[config.mk]
export PLATFORM = sky130hd
export DESIGN_NAME = key_scanner_long_press_repeat_flat
export DESIGN_NICKNAME = d
export VERILOG_FILES = /design/src/sv/ksl_pkg.sv /design/src/sv/ksl_channels.sv /design/src/sv/ksl_core.sv /design/src/sv/key_scanner_long_press_repeat.sv /design/src/flat_wrapper.sv
export SDC_FILE = /design/constraint.sdc
export NUM_CORES = 1
export LEC_CHECK = 0
export BUFFER_PORTS_ARGS = -buffer_cell sky130_fd_sc_hd__buf_2
export CAP_MARGIN = 20
export CORE_UTILIZATION = 34
export DETAILED_ROUTE_END_ITERATION = 16
export HOLD_SLACK_MARGIN = 0.12
export PLACE_DENSITY = 0.49
export SLEW_MARGIN = 0
export SYNTH_ARGS = -nofsm -noshare
export SYNTH_HDL_FRONTEND = slang
export SYNTH_SLANG_ARGS = --single-unit
export TNS_END_PERCENT = 1
[constraint.sdc]
create_clock -name clk -period 5.7 [get_ports clk]
set_input_delay 1.14 -clock clk [delete_from_list [all_inputs] [get_ports clk]]
set_output_delay 1.14 -clock clk [all_outputs]
set_load 0.005 [all_outputs]
[src/sv/ksl_pkg.sv]
// Shared types and constants for the key scanner with long-press repeat.
// Holds field widths, register indexes, reset values and the result struct.
// No dependencies.
package ksl_pkg;

  localparam int KEY_COUNT = 7;
  localparam int TIME_W = 32;
  localparam int REG_W = 16;
  localparam int CFG_IDX_W = 2;

  typedef logic [KEY_COUNT-1:0] key_t;
  typedef logic [TIME_W-1:0] tick_t;
  typedef logic [REG_W-1:0] reg_val_t;

  // Configuration register indexes.
  typedef enum logic [CFG_IDX_W-1:0] {
    REG_READ_INTERVAL   = 2'd0,
    REG_LONG_PRESS_TIME = 2'd1,
    REG_REPEAT_INTERVAL = 2'd2
  } cfg_idx_t;

  // Item kinds.
  typedef enum logic {
    ACT_TICK  = 1'b0,
    ACT_QUERY = 1'b1
  } action_t;

  // Long-press report codes.
  typedef enum logic [1:0] {
    LONG_NONE   = 2'd0,
    LONG_HELD   = 2'd1,
    LONG_REPEAT = 2'd2
  } long_code_t;

  localparam reg_val_t READ_INTERVAL_RST   = 16'd20;
  localparam reg_val_t LONG_PRESS_TIME_RST = 16'd1000;
  localparam reg_val_t REPEAT_INTERVAL_RST = 16'd200;

  // One result item.
  typedef struct packed {
    logic       sampled;
    key_t       key_word;
    logic       changed;
    logic       pressed;
    logic       new_press;
    long_code_t long_code;
  } result_t;

endpackage

[src/sv/ksl_channels.sv]
// Valid/ready channel interfaces for the key scanner input and result streams.
// Depends on ksl_pkg for field types.
interface ksl_in_if import ksl_pkg::*; ();
  logic  valid;
  logic  ready;
  logic  action;
  key_t  raw_pins;
  key_t  key_mask;

  modport source (output valid, output action, output raw_pins, output key_mask,
                  input ready);
  modport sink (input valid, input action, input raw_pins, input key_mask,
                output ready);
endinterface

interface ksl_out_if import ksl_pkg::*; ();
  logic       valid;
  logic       ready;
  logic       sampled;
  key_t       key_word;
  logic       changed;
  logic       pressed;
  logic       new_press;
  logic [1:0] long_code;

  modport source (output valid, output sampled, output key_word, output changed,
                  output pressed, output new_press, output long_code, input ready);
  modport sink (input valid, input sampled, input key_word, input changed,
                input pressed, input new_press, input long_code, output ready);
endinterface

[src/sv/ksl_core.sv]
// Scanner state, configuration registers and the per-item update logic.
// Depends on ksl_pkg.
module ksl_core
  import ksl_pkg::*;
(
  input  logic     clk,
  input  logic     rst_n,
  input  logic     cfg_we,
  input  logic [CFG_IDX_W-1:0] cfg_idx,
  input  reg_val_t cfg_wdata,
  input  logic     step,
  input  logic     action,
  input  key_t     raw_pins,
  input  key_t     key_mask,
  output result_t  result
);

  reg_val_t read_interval_r, long_press_time_r, repeat_interval_r;
  tick_t    time_r, time_nxt;
  key_t     key_cur_r, key_cur_nxt;
  key_t     key_prev_r, key_prev_nxt;
  logic     change_r, change_nxt;
  tick_t    change_stamp_r, change_stamp_nxt;
  tick_t    repeat_stamp_r, repeat_stamp_nxt;
  tick_t    sample_stamp_r, sample_stamp_nxt;

  tick_t      time_inc;
  logic       sample_due;
  logic       held;
  logic       repeat_due;
  key_t       key_fresh;
  long_code_t code;

  // Configuration writes; unknown indexes are dropped.
  always_ff @(posedge clk) begin
    if (!rst_n) begin
      read_interval_r   <= READ_INTERVAL_RST;
      long_press_time_r <= LONG_PRESS_TIME_RST;
      repeat_interval_r <= REPEAT_INTERVAL_RST;
    end else if (cfg_we) begin
      case (cfg_idx)
        REG_READ_INTERVAL:   read_interval_r   <= cfg_wdata;
        REG_LONG_PRESS_TIME: long_press_time_r <= cfg_wdata;
        REG_REPEAT_INTERVAL: repeat_interval_r <= cfg_wdata;
        default: ;
      endcase
    end
  end

  // Elapsed-time tests, all as modulo differences of the tick counter.
  assign time_inc   = time_r + tick_t'(1);
  assign sample_due = (time_inc - sample_stamp_r) > tick_t'(read_interval_r);
  assign held       = (key_prev_r == key_mask) && (key_cur_r == key_mask) &&
                      ((time_r - change_stamp_r) > tick_t'(long_press_time_r));
  assign repeat_due = (time_r - repeat_stamp_r) > tick_t'(repeat_interval_r);
  assign key_fresh  = ~raw_pins;

  // Next state for one item.
  always_comb begin
    time_nxt         = time_r;
    key_cur_nxt      = key_cur_r;
    key_prev_nxt     = key_prev_r;
    change_nxt       = change_r;
    change_stamp_nxt = change_stamp_r;
    repeat_stamp_nxt = repeat_stamp_r;
    sample_stamp_nxt = sample_stamp_r;
    code             = LONG_NONE;
    if (action == ACT_TICK) begin
      time_nxt = time_inc;
      if (sample_due) begin
        sample_stamp_nxt = time_inc;
        key_prev_nxt     = key_cur_r;
        key_cur_nxt      = key_fresh;
        change_nxt       = (key_fresh != key_cur_r);
        if (key_fresh != key_cur_r) begin
          change_stamp_nxt = time_inc;
        end
      end
    end else if (held) begin
      if (repeat_due) begin
        repeat_stamp_nxt = time_r;
        code             = LONG_REPEAT;
      end else begin
        code = LONG_HELD;
      end
    end
  end

  // Result fields come from the state as this item leaves it.
  always_comb begin
    result.sampled   = (action == ACT_TICK) && sample_due;
    result.key_word  = key_cur_nxt;
    result.changed   = change_nxt;
    result.pressed   = |(key_cur_nxt & key_mask);
    result.new_press = change_nxt && (|(key_cur_nxt & key_mask)) &&
                       !(|(key_prev_nxt & key_mask));
    result.long_code = code;
  end

  // State registers advance once per accepted item.
  always_ff @(posedge clk) begin
    if (!rst_n) begin
      time_r         <= '0;
      key_cur_r      <= '0;
      key_prev_r     <= '0;
      change_r       <= 1'b0;
      change_stamp_r <= '0;
      repeat_stamp_r <= '0;
      sample_stamp_r <= '0;
    end else if (step) begin
      time_r         <= time_nxt;
      key_cur_r      <= key_cur_nxt;
      key_prev_r     <= key_prev_nxt;
      change_r       <= change_nxt;
      change_stamp_r <= change_stamp_nxt;
      repeat_stamp_r <= repeat_stamp_nxt;
      sample_stamp_r <= sample_stamp_nxt;
    end
  end

endmodule

[src/sv/key_scanner_long_press_repeat.sv]
// Each result is registered and appears in the cycle after its input transfer.
// Throughput: one item per cycle; the result register is refilled in the same
// cycle it is emptied, so input stalls only while a result waits unclaimed.
// The item's work is one 32-bit subtract and compare per elapsed-time test.
// Reset (rst_n, synchronous): counter, stamps and keys clear, registers return
// to their defaults, and the result register empties.
module key_scanner_long_press_repeat
  import ksl_pkg::*;
(
  input  logic               clk,
  input  logic               rst_n,
  input  logic               cfg_we,
  input  logic [CFG_IDX_W-1:0] cfg_idx,
  input  reg_val_t           cfg_wdata,
  ksl_in_if.sink             in_ch,
  ksl_out_if.source          out_ch
);

  logic    accept;
  logic    out_valid_r;
  result_t out_data_r;
  result_t result;

  // A new item may enter whenever the result register is empty or draining.
  assign in_ch.ready = !out_valid_r || out_ch.ready;
  assign accept      = in_ch.valid && in_ch.ready;

  ksl_core u_core (
    .clk       (clk),
    .rst_n     (rst_n),
    .cfg_we    (cfg_we),
    .cfg_idx   (cfg_idx),
    .cfg_wdata (cfg_wdata),
    .step      (accept),
    .action    (in_ch.action),
    .raw_pins  (in_ch.raw_pins),
    .key_mask  (in_ch.key_mask),
    .result    (result)
  );

  // Result register valid flag.
  always_ff @(posedge clk) begin
    if (!rst_n) begin
      out_valid_r <= 1'b0;
    end else if (in_ch.ready) begin
      out_valid_r <= in_ch.valid;
    end
  end

  // Result payload is captured on each input transfer.
  always_ff @(posedge clk) begin
    if (accept) begin
      out_data_r <= result;
    end
  end

  assign out_ch.valid     = out_valid_r;
  assign out_ch.sampled   = out_data_r.sampled;
  assign out_ch.key_word  = out_data_r.key_word;
  assign out_ch.changed   = out_data_r.changed;
  assign out_ch.pressed   = out_data_r.pressed;
  assign out_ch.new_press = out_data_r.new_press;
  assign out_ch.long_code = out_data_r.long_code;

endmodule
[src/flat_wrapper.sv]
// flat-port wrapper written by rule: the top's interface ports become plain ports
module key_scanner_long_press_repeat_flat import ksl_pkg::*;
  (clk, rst_n, cfg_we, cfg_idx, cfg_wdata, in_ch_valid, in_ch_action, in_ch_raw_pins, in_ch_key_mask, in_ch_ready, out_ch_valid, out_ch_sampled, out_ch_key_word, out_ch_changed, out_ch_pressed, out_ch_new_press, out_ch_long_code, out_ch_ready);
  ksl_in_if in_ch_i ();
  ksl_out_if out_ch_i ();
  input  logic clk;
  input  logic rst_n;
  input  logic cfg_we;
  input  logic [CFG_IDX_W-1:0] cfg_idx;
  input  reg_val_t cfg_wdata;
  input wire logic [$bits(in_ch_i.valid)-1:0] in_ch_valid;
  input wire logic [$bits(in_ch_i.action)-1:0] in_ch_action;
  input wire logic [$bits(in_ch_i.raw_pins)-1:0] in_ch_raw_pins;
  input wire logic [$bits(in_ch_i.key_mask)-1:0] in_ch_key_mask;
  output wire logic [$bits(in_ch_i.ready)-1:0] in_ch_ready;
  output wire logic [$bits(out_ch_i.valid)-1:0] out_ch_valid;
  output wire logic [$bits(out_ch_i.sampled)-1:0] out_ch_sampled;
  output wire logic [$bits(out_ch_i.key_word)-1:0] out_ch_key_word;
  output wire logic [$bits(out_ch_i.changed)-1:0] out_ch_changed;
  output wire logic [$bits(out_ch_i.pressed)-1:0] out_ch_pressed;
  output wire logic [$bits(out_ch_i.new_press)-1:0] out_ch_new_press;
  output wire logic [$bits(out_ch_i.long_code)-1:0] out_ch_long_code;
  input wire logic [$bits(out_ch_i.ready)-1:0] out_ch_ready;
  assign in_ch_i.valid = in_ch_valid;
  assign in_ch_i.action = in_ch_action;
  assign in_ch_i.raw_pins = in_ch_raw_pins;
  assign in_ch_i.key_mask = in_ch_key_mask;
  assign in_ch_ready = in_ch_i.ready;
  assign out_ch_valid = out_ch_i.valid;
  assign out_ch_sampled = out_ch_i.sampled;
  assign out_ch_key_word = out_ch_i.key_word;
  assign out_ch_changed = out_ch_i.changed;
  assign out_ch_pressed = out_ch_i.pressed;
  assign out_ch_new_press = out_ch_i.new_press;
  assign out_ch_long_code = out_ch_i.long_code;
  assign out_ch_i.ready = out_ch_ready;
  key_scanner_long_press_repeat u_core (.clk(clk), .rst_n(rst_n), .cfg_we(cfg_we), .cfg_idx(cfg_idx), .cfg_wdata(cfg_wdata), .in_ch(in_ch_i), .out_ch(out_ch_i));
endmodule
* Word-level counts from Yosys, hierarchy flattened
Index checks and enable logic that the tools add are counted.
** Storage, ports and cells
- Flip-flop bits (word level) :: 205
- Output and inout port bits :: 15
- Logic and storage cells :: 60
** Cells by class
- Add/subtract/negate cells :: 4
- Magnitude comparators :: 3
- Equality and inequality tests :: 5
- Multiplexer cells :: 7
- Bitwise operators :: 4
- Reduce and logical (&&, ||, !) cells :: 20
** Operators by type and width (number)
- > comparator 32 x 16 -> 1 bit :: 3
- subtractor 32 bit :: 3
- adder 32 x 1 -> 32 bit (second input constant) :: 1
- 2-to-1 mux 7 bit :: 4
- bitwise AND 7 bit :: 2
- equality test 7 bit :: 2
- OR reduction 7 bit :: 2
- AND reduction 2 bit :: 5
- AND reduction 4 bit :: 2
- inequality test 7 bit :: 1
- inverter 7 bit :: 1
- logical AND 1 bit :: 6
- AND reduction 3 bit :: 1
- equality test 2 x 1 -> 1 bit (second input constant) :: 1
- equality test 2 bit (second input constant) :: 1
- logical NOT 1 bit :: 2
- logical NOT 2 bit :: 1
- 2-to-1 mux 1 bit :: 2
- 2-to-1 mux 2 bit :: 1
- logical OR 1 bit :: 1
- inverter 1 bit :: 1

* Logic depth before layout (Yosys ltp)
Gate-level depths: netlist of run 1.
- Depth in word-level cells :: 9
- Gate-level depth with buffers :: 26

* Modules after synthesis
A second synthesis of run 1 with hierarchy kept.
** Unflattened totals
- Cell total of the unflattened synthesis :: 2082
- Area total of the unflattened synthesis :: 16067.9 sq um
** Modules (own cells, without submodules)
- ksl_core :: times used 1, cells an instance 2064, area an instance 15620.0 sq um
- key_scanner_long_press_repeat :: times used 1, cells an instance 18, area an instance 447.9 sq um

* Worst setup path before layout of run 1
Ideal clock, no wire load.
- Path type :: register to register
- Start point :: register u_core.u_core.time_r[1]
- End point :: register u_core.out_data_r, in the netlist u_core.out_ch.pressed, data pin
- Library setup time :: 259 ps
- Arrival :: 5176 ps
- Data required time :: 5441 ps
- Setup slack :: 265 ps
- Stages on the path, launching flop included :: 23
- Path buffers :: 1
- Period minus slack after synthesis :: 5435 ps
- Cell sequence :: dfxtp_1 ha_1 nand3_1 nor4_1 and2_1 and3_1 and3_1 and3_1 and3_1 xor2_1 ha_1 a21oi_1 o21ai_0 nor3_1 nand2_1 o21ai_0 o21ai_0 xor2_1 a2111o_1 o21ba_1 buf_4 mux2_4 or2_1
** RTL lines
- start, declared :: RTL line ksl_core.sv:19 : tick_t time_r, time_nxt;
- start signal, assigned :: RTL line ksl_core.sv:111 : time_r <= time_nxt;
- end signal, assigned :: RTL line key_scanner_long_press_repeat.sv:53 : out_data_r <= result;
- end, declared :: RTL line key_scanner_long_press_repeat.sv:21 : result_t out_data_r;

* Worst setup path in the final report of run 1
- Start point :: register u_core.u_core.time_r[5]
- End point :: register u_core.u_core.change_stamp_r[25]
** Between the ends
- Cells in the longest elaborated chain, start to end :: 4
** Ends and longest elaborated chain
- adder 32 x 1 -> 32 bit :: RTL line ksl_core.sv:51 : assign time_inc = time_r + tick_t'(1);
- net u_core.u_core.time_inc[20] :: RTL line ksl_core.sv:27 : tick_t time_inc;
- subtractor 32 bit :: RTL line ksl_core.sv:52 : assign sample_due = (time_inc - sample_stamp_r) > tick_t'(read_interval_r);
- > comparator 32 x 16 -> 1 bit :: RTL line ksl_core.sv:52
- AND reduction 4 bit (no source line)
- end signal, assigned :: RTL line ksl_core.sv:115 : change_stamp_r <= change_stamp_nxt;
- end, declared :: RTL line ksl_core.sv:23 : tick_t change_stamp_r, change_stamp_nxt;
The timed path passes the listed nets, and every way through them passes these cells.
A chain may end at the register's enable or synchronous reset.

==> results of run 1 <==
## registers in the layout, summed over array words and instances, names as in the netlist, 16 cells and up
register                         count
u_core.u_core.repeat_interval_r     16
u_core.u_core.long_press_time_r     16
u_core.u_core.sample_stamp_r        32
u_core.u_core.time_r                32
u_core.u_core.read_interval_r       16
u_core.u_core.repeat_stamp_r        32
u_core.u_core.change_stamp_r        32
## where the power goes
group | switching, mW | internal, mW
sequential | 0.0217 | 1.50
combinational | 0.453 | 0.334
clock | 0.659 | 1.03
total | 1.13 | 2.87
## cells by family (layout without fill, tap and decap cells)
| group | Yosys count | after routing | synth area share (%) |
|---|---|---|---|
| AO/OA/AOI/OAI | 576 | 576 | 24.50 |
| XOR/XNOR | 126 | 126 | 7.259 |
| adder cells (fa/ha/maj) | 145 | 145 | 11.93 |
| buffers and inverters | 268 | 375 | 6.722 |
| flip-flops | 205 | 205 | 27.51 |
| multiplexers | 27 | 27 | 1.796 |
| AND/OR/NAND/NOR | 656 | 656 | 20.28 |
## worst max-delay path, stage by stage (launching register included)
cell	delay, ns
dfxtp_2	0.42
nand2_1	0.17
nor4_4	0.30
and2_4	0.18
buf_4	0.11
and3_1	0.19
buf_4	0.13
nand2_1	0.07
xnor2_1	0.39
ha_1	0.41
a21oi_1	0.19
o21a_1	0.21
o21ai_0	0.15
a211oi_1	0.33
o21ai_0	0.19
or2_2	0.30
a211oi_1	0.30
nand4_1	0.21
buf_4	0.21
o211ai_4	0.28
buf_8	0.17
clkbuf_4	0.19
nor2_1	0.05
a211oi_1	0.18
## cell usage in the layout, fill, tap and decap left out, drive strengths merged, types with 52 or more instances in the layout
| master | n |
|---|---|
| dfxtp | 192 |
| a21oi | 199 |
| nor2 | 181 |
| and3 | 56 |
| buf | 154 |
| nand2 | 215 |
| xor2 | 59 |
| ha | 142 |
| o21a | 52 |
| a211oi | 74 |
| inv | 171 |
| xnor2 | 66 |
| o21ai | 73 |
## stage by stage
step / setup WS, ns / hold WS (ns) / instances / setup TNS, ns
floorplan: 0.2651 / 0.4363 / 2003 / 0
global placement: -0.2489 / 0.4473 / 2640 / -7.900
detailed placement: -0.2180 / 0.4491 / 2640 / -6.796
CTS: 0.06367 / 0.4575 / 2686 / 0
global route: -0.02576 / 0.4677 / 2702 / -0.4713
finish: 0.2872 / 0.4545 / 2702 / 0
## area by class of cell
class / instances / area (µm²) / share of cell area [%]
clock buffers: 38 / 775.7 / 4.279
clock inverters: 8 / 105.1 / 0.5798
inverters: 169 / 640.6 / 3.534
multi-input cells: 1530 / 10380 / 57.25
flip-flops and latches: 205 / 4240 / 23.39
well taps: 592 / 740.7 / 4.086
repair buffers: 160 / 1247 / 6.881
## final timing paths
| path | start | endpoint | slack [ns] | cells past startpoint |
|---|---|---|---|---|
| max | u_core.u_core.time_r[5] | u_core.u_core.change_stamp_r[25] | 0.29 | 23 |
| min | u_core.u_core.read_interval_r[6] | u_core.u_core.read_interval_r[6] | 0.45 | 2 |
| max reg2reg | u_core.u_core.time_r[5] | u_core.u_core.change_stamp_r[25] | 0.29 | 23 |
| min reg2reg | u_core.u_core.read_interval_r[6] | u_core.u_core.read_interval_r[6] | 0.45 | 2 |
## per-layer routing
| metal | wire, µm | GRT usage, % | up-vias |
|---|---|---|---|
| met1 | 23190 | 27.71 | 6700 |
| met2 | 19830 | 28.91 | 218 |
| met5 | 0 | 0 | - |
| met4 | 642 | 4.214 | 0 |
| met3 | 1625 | 1.883 | 39 |
| li1 | - | - | 7291 |
## timing repair
item | CTS | global route
pin swaps | 0 | 17
endpoints found under the setup margin | 34 | 124
hold endpoints to repair | 0 | 0
resized for setup | 7 | 51
gates cloned | 0 | 7
setup buffers | 0 | 8
==> impl_metrics.yaml, run 1 <==
die:
  die_area_mm2: 0.04613
  die_h_um: 214.8
  fp.dieW_um: 214.8
  num_rows: 77
  io_pins: 53
  start_util_pct: 34.66
  core_mm2: 0.04441
outcome:
  status: "finished clean"
cts:
  cts_buffer_depth: 3
  cts_tree: "yes"
  htree_levels: 1
  clock_latency_ns: 0.55
  cts_num_sinks: 205
  cts_root_buffer: "clkbuf_16"
  clk_pin_slew_ns: 0.06
  numCtsBuffers: 25
  cts.hold.buffers_added: 0
flow_run:
  maxCapViolations: 0
setup_path:
  path_class: "flip-flop to flip-flop"
  critical_path_arrival_ns: 5.87
  end_kind: "flip-flop"
  critPathLaunchType: "flip-flop"
  crit_required_ns: 6.16
  path_max_fanout: 9
synth:
  synth.most_common_cell: "nand2_1"
  synth_nets: 2186
  synth-edff-count: 13
  syn_area_per_cell_um2: 7.685
  yosysTopAreaCellShare_pct: 24.97
  synth_cell_type_count: 82
  ys_seq_elements: 205
  syn_inst: 2003
  yosysWarnings: 0
  async_flop_share_pct: 0
  synth_common_cells: "215 x nand2_1, 199 x a21oi_1, 192 x dfxtp_1, 179 x nor2_1, 168 x inv_1"
  synth_top_area_cell: "dfxtp_1"
  synth_area_leaders: "dfxtp_1 25%, ha_1 12%, a21oi_1 6.5%"
  ys.flop_type: "dfxtp_1"
  syn_area_mm2: 0.01539
  yosysSeqAreaShare_pct: 27.51
timing:
  period_minus_slack_ns: 5.413
  slew_viol_final: 0
  timing_worst_slew_pin_value_ns: 0.8634
  finalHoldViolations: 0
  min_period_over_period_pct: 94.96
  maxSlewHeadroom_pct: 41.99
  finalClockSkew_ns: 0.01511
  setup_viol: 0
  fmax_mhz: 184.7
power_and_ir_drop:
  leakagePower_nw: 8.133
  ir_drop_uv: 195.4
  power_density_mw_per_mm2: 220.7
  power.total_mw: 4.000
layout:
  drive_gt1_share_pct: 13.32
  diodes: 0
  nets: 2274
  fill_cells: 4517
  syn_to_final_growth_pct: 17.78
  fin_area_mm2: 0.01813
  fin_util_pct: 40.82
route:
  drt-total-wl_um: 45290
  postRouteAntennaNets: 0
  drt_iter0_drc: 942
  vias: 14248
  post_drt_via_cell_ratio: 5.273
  first_pass_iters: 5
  drc: 0
  post_drt_wl_per_cell_um: 16.76
place:
  gp_congestion: 0.9026
  dpl_cell_area_mm2: 0.01679
  numPortBuffers: 52
  hpwl_um: 34340
global_routing:
  grt_max_degree: 67
  grt-ovfl-total: 0
  antenna_found_initial: 0
  grt_pass1_wl_um: 70890
  track_usage_pct: 18.70
  grt_pass1_vias: 13212
min_path:
  hp-class: "flip-flop to flip-flop"
Note: power is estimated with default switching activity, not from simulation.
==> run 2, diff against run 1 <==
--- a/config.mk
+++ b/config.mk
@@ -10,9 +10,11 @@
 export CORE_UTILIZATION = 34
 export DETAILED_ROUTE_END_ITERATION = 16
 export HOLD_SLACK_MARGIN = 0.12
+export MAX_ROUTING_LAYER = met4
 export PLACE_DENSITY = 0.49
 export SLEW_MARGIN = 0
 export SYNTH_ARGS = -nofsm -noshare
 export SYNTH_HDL_FRONTEND = slang
+export SYNTH_HIERARCHICAL = 1
 export SYNTH_SLANG_ARGS = --single-unit
 export TNS_END_PERCENT = 1
==> impl_metrics.yaml, run 2 <==
synth:
  yosysWarnings: 6
  async_flop_share_pct: 0
  yosysSeqAreaShare_pct: 26.35
  synth_top_area_cell: "dfxtp_1"
  syn_area_per_cell_um2: 7.718
  synth-edff-count: 13
  yosysTopAreaCellShare_pct: 23.92
  ys_seq_elements: 205
  synth_area_leaders: "dfxtp_1 24%, ha_1 11%, nand2_1 8.8%"
  synth_nets: 2265
  synth_common_cells: "378 x nand2_1, 192 x dfxtp_1, 163 x inv_1, 142 x ha_1, 118 x mux2i_1"
  synth_cell_type_count: 76
  ys.flop_type: "dfxtp_1"
  syn_inst: 2082
  synth.most_common_cell: "nand2_1"
  syn_area_mm2: 0.01607
timing:
  timing_worst_slew_pin_value_ns: 1.133
  setup_viol: 0
  min_period_over_period_pct: 96.59
  finalClockSkew_ns: 0.01458
  rsz0062_at_grt: "true"
  finalHoldViolations: 0
  period_minus_slack_ns: 5.506
  slew_viol_final: 0
  fmax_mhz: 181.6
  maxSlewHeadroom_pct: 22.51
route:
  postRouteAntennaNets: 0
  post_drt_via_cell_ratio: 5.226
  drt-total-wl_um: 47010
  drt_iter0_drc: 880
  post_drt_wl_per_cell_um: 17.01
  vias: 14440
  drc: 0
  first_pass_iters: 7
die:
  core_mm2: 0.04656
  num_rows: 79
  die_h_um: 219.4
  die_area_mm2: 0.04813
  fp.dieW_um: 219.4
  start_util_pct: 34.51
  io_pins: 53
layout:
  drive_gt1_share_pct: 11.41
  fin_area_mm2: 0.01860
  nets: 2322
  syn_to_final_growth_pct: 15.78
  layoutNonFillerInstCount: 2763
  final_cell_mix: "378 x nand2_1, 190 x dfxtp_1, 163 x inv_1"
  diodes: 0
  fill_cells: 4807
  final_common_cell: "nand2_1"
setup_path:
  end_kind: "flip-flop"
  crit_required_ns: 6.17
  path_class: "flip-flop to flip-flop"
  worstRegToRegCells: 24
  path_max_fanout: 9
  critical_path_arrival_ns: 5.97
  reg2reg_slack_ns: 0.19
  critPathLaunchType: "flip-flop"
  reg2reg_from: "u_core/u_core/time_r[0]"
  rr_endpoint: "u_core/u_core/sample_stamp_r[14]"
global_routing:
  grt_pass1_wl_um: 74110
  antenna_found_initial: 0
  grt_max_degree: 115
  track_usage_pct: 19.84
  grt-ovfl-total: 0
  grt_pass1_vias: 13609
min_path:
  hp-start: "u_core/u_core/repeat_stamp_r[24]"
  hp-class: "flip-flop to flip-flop"
  worstHoldPathCells: 2
  hold_end: "u_core/u_core/repeat_stamp_r[24]"
place:
  dpl_cell_area_mm2: 0.01742
  numPortBuffers: 52
  placed_cells: 2716
  gp_congestion: 0.9254
  hpwl_um: 37070
power_and_ir_drop:
  power_density_mw_per_mm2: 207.2
  leakagePower_nw: 7.833
  pwr-share-seq_pct: 39.0
  p_int_mw: 2.795
  comb_power_share_pct: 18.7
  clockPowerShare_pct: 42.3
  power.total_mw: 3.854
  p_sw_mw: 1.060
  ir_drop_uv: 140.8
  p_sw_share_pct: 27.50
cts:
  cts.hold.buffers_added: 0
  clock_latency_ns: 0.54
  numCtsBuffers: 24
  htree_levels: 1
  cts_num_sinks: 205
  clk_pin_slew_ns: 0.06
  cts_buffer_depth: 3
  cts_tree: "yes"
  cts_root_buffer: "clkbuf_16"
flow_run:
  maxCapViolations: 0
outcome:
  status: "finished clean"
## run 2: changes by cell type after synthesis, moves of 40 or more
cell,previous run,this run
a211oi_1,67,11
a21boi_0,10,50
a21oi_1,199,115
mux2i_1,25,118
nand2_1,215,378
nor2_1,179,73
## run 2: worst max path at each step
stage,startpoint,to,slack [ns],depth (start not counted)
6_report,u_core/u_core/time_r[0],u_core/u_core/sample_stamp_r[14],0.19,24
5_1_grt,u_core/u_core/time_r[0],u_core/out_ch.changed,-0.009,22
4_1_cts,u_core/u_core/time_r[0],u_core/u_core/repeat_stamp_r[14],0.02,23
3_5_place_dp,u_core/u_core/time_r[0],u_core/u_core/repeat_stamp_r[2],-0.02,23
3_3_place_gp,u_core/u_core/time_r[0],u_core/u_core/change_stamp_r[26],-0.04,25
2_1_floorplan,u_core/u_core/time_r[1],u_core/out_ch.changed,0.02,24
## run 2: area by class of cell
class,instances,area [µm²],area share (%)
multi-input cells,1609,11110,59.71
flip-flops and latches,205,4237,22.77
repair buffers,136,1051,5.649
well taps,607,759.5,4.082
clock buffers,33,726.9,3.907
inverters,163,611.8,3.289
clock inverters,10,110.1,0.5918
## run 2: logic make-up (layout without fill, tap and decap cells)
family | after synthesis | in the layout | synth area share (%)
flip-flops | 205 | 205 | 26.35
buffers and inverters | 268 | 342 | 6.393
XOR/XNOR | 120 | 120 | 6.634
adder cells (fa/ha/maj) | 145 | 145 | 11.43
multiplexers | 120 | 120 | 7.491
AO/OA/AOI/OAI | 481 | 481 | 19.89
AND/OR/NAND/NOR | 743 | 743 | 21.81
## run 2: power groups by stage
| stage | Combinational, mW | Sequential (mW) | Clock (mW) |
|---|---|---|---|
| 2_1_floorplan | 0.446 | 1.53 | 0 |
| 3_3_place_gp | 0.677 | 1.54 | 0 |
| 3_5_place_dp | 0.687 | 1.54 | 0 |
| 4_1_cts | 0.692 | 1.50 | 1.68 |
| 5_1_grt | 0.788 | 1.51 | 1.73 |
| 6_report | 0.720 | 1.50 | 1.63 |
## run 2: what timing repair did
item                                   in CTS  in global routing
setup buffers                               0                  2
gates resized for setup                     2                 51
gates cloned                                0                  2
pin swaps                                   0                 10
setup endpoints to repair                  98                124
endpoints found under the hold margin       0                  0
## run 2: through the flow
stage / util [%] / setup TNS, ns / setup WS, ns / hold slack [ns]
after floorplan: - / 0 / 0.01776 / 0.4347
after global placement: 37.41 / -1.155 / -0.03940 / 0.4420
after detailed placement: 37.41 / -0.3977 / -0.02250 / 0.4472
after CTS: 39.22 / 0 / 0.02084 / 0.4585
after global routing: 39.96 / -0.06714 / -0.009416 / 0.4656
final: 39.96 / 0 / 0.1944 / 0.4567
## run 2: worst max-delay path, cell delays in order, from the launching register on
cell and delay [ns]:
dfxtp_1 0.34, ha_2 0.18, nand3_1 0.10, or3_4 0.42
buf_4 0.17, xnor2_4 0.19, ha_4 0.23, buf_4 0.16
and4_1 0.20, a221o_1 0.36, a211oi_2 0.29, xnor2_1 0.10
ha_1 0.29, nand4_1 0.13, buf_4 0.18, a2111oi_1 0.50
o31ai_1 0.13, o221ai_1 0.11, nor4_1 0.07, nand4b_1 0.19
nor4_4 0.08, buf_12 0.15, nor2_4 0.39, clkbuf_16 0.27
mux2i_1 0.18
## run 2: routing by layer
metal  vias up  GRT usage [%]  part of all wire, %
met1      6725          28.61                   51
met3        53          1.830                  3.7
met5         -              -                    0
met4         0          4.352                  1.7
li1       7424              -                    -
met2       238          29.70                   43
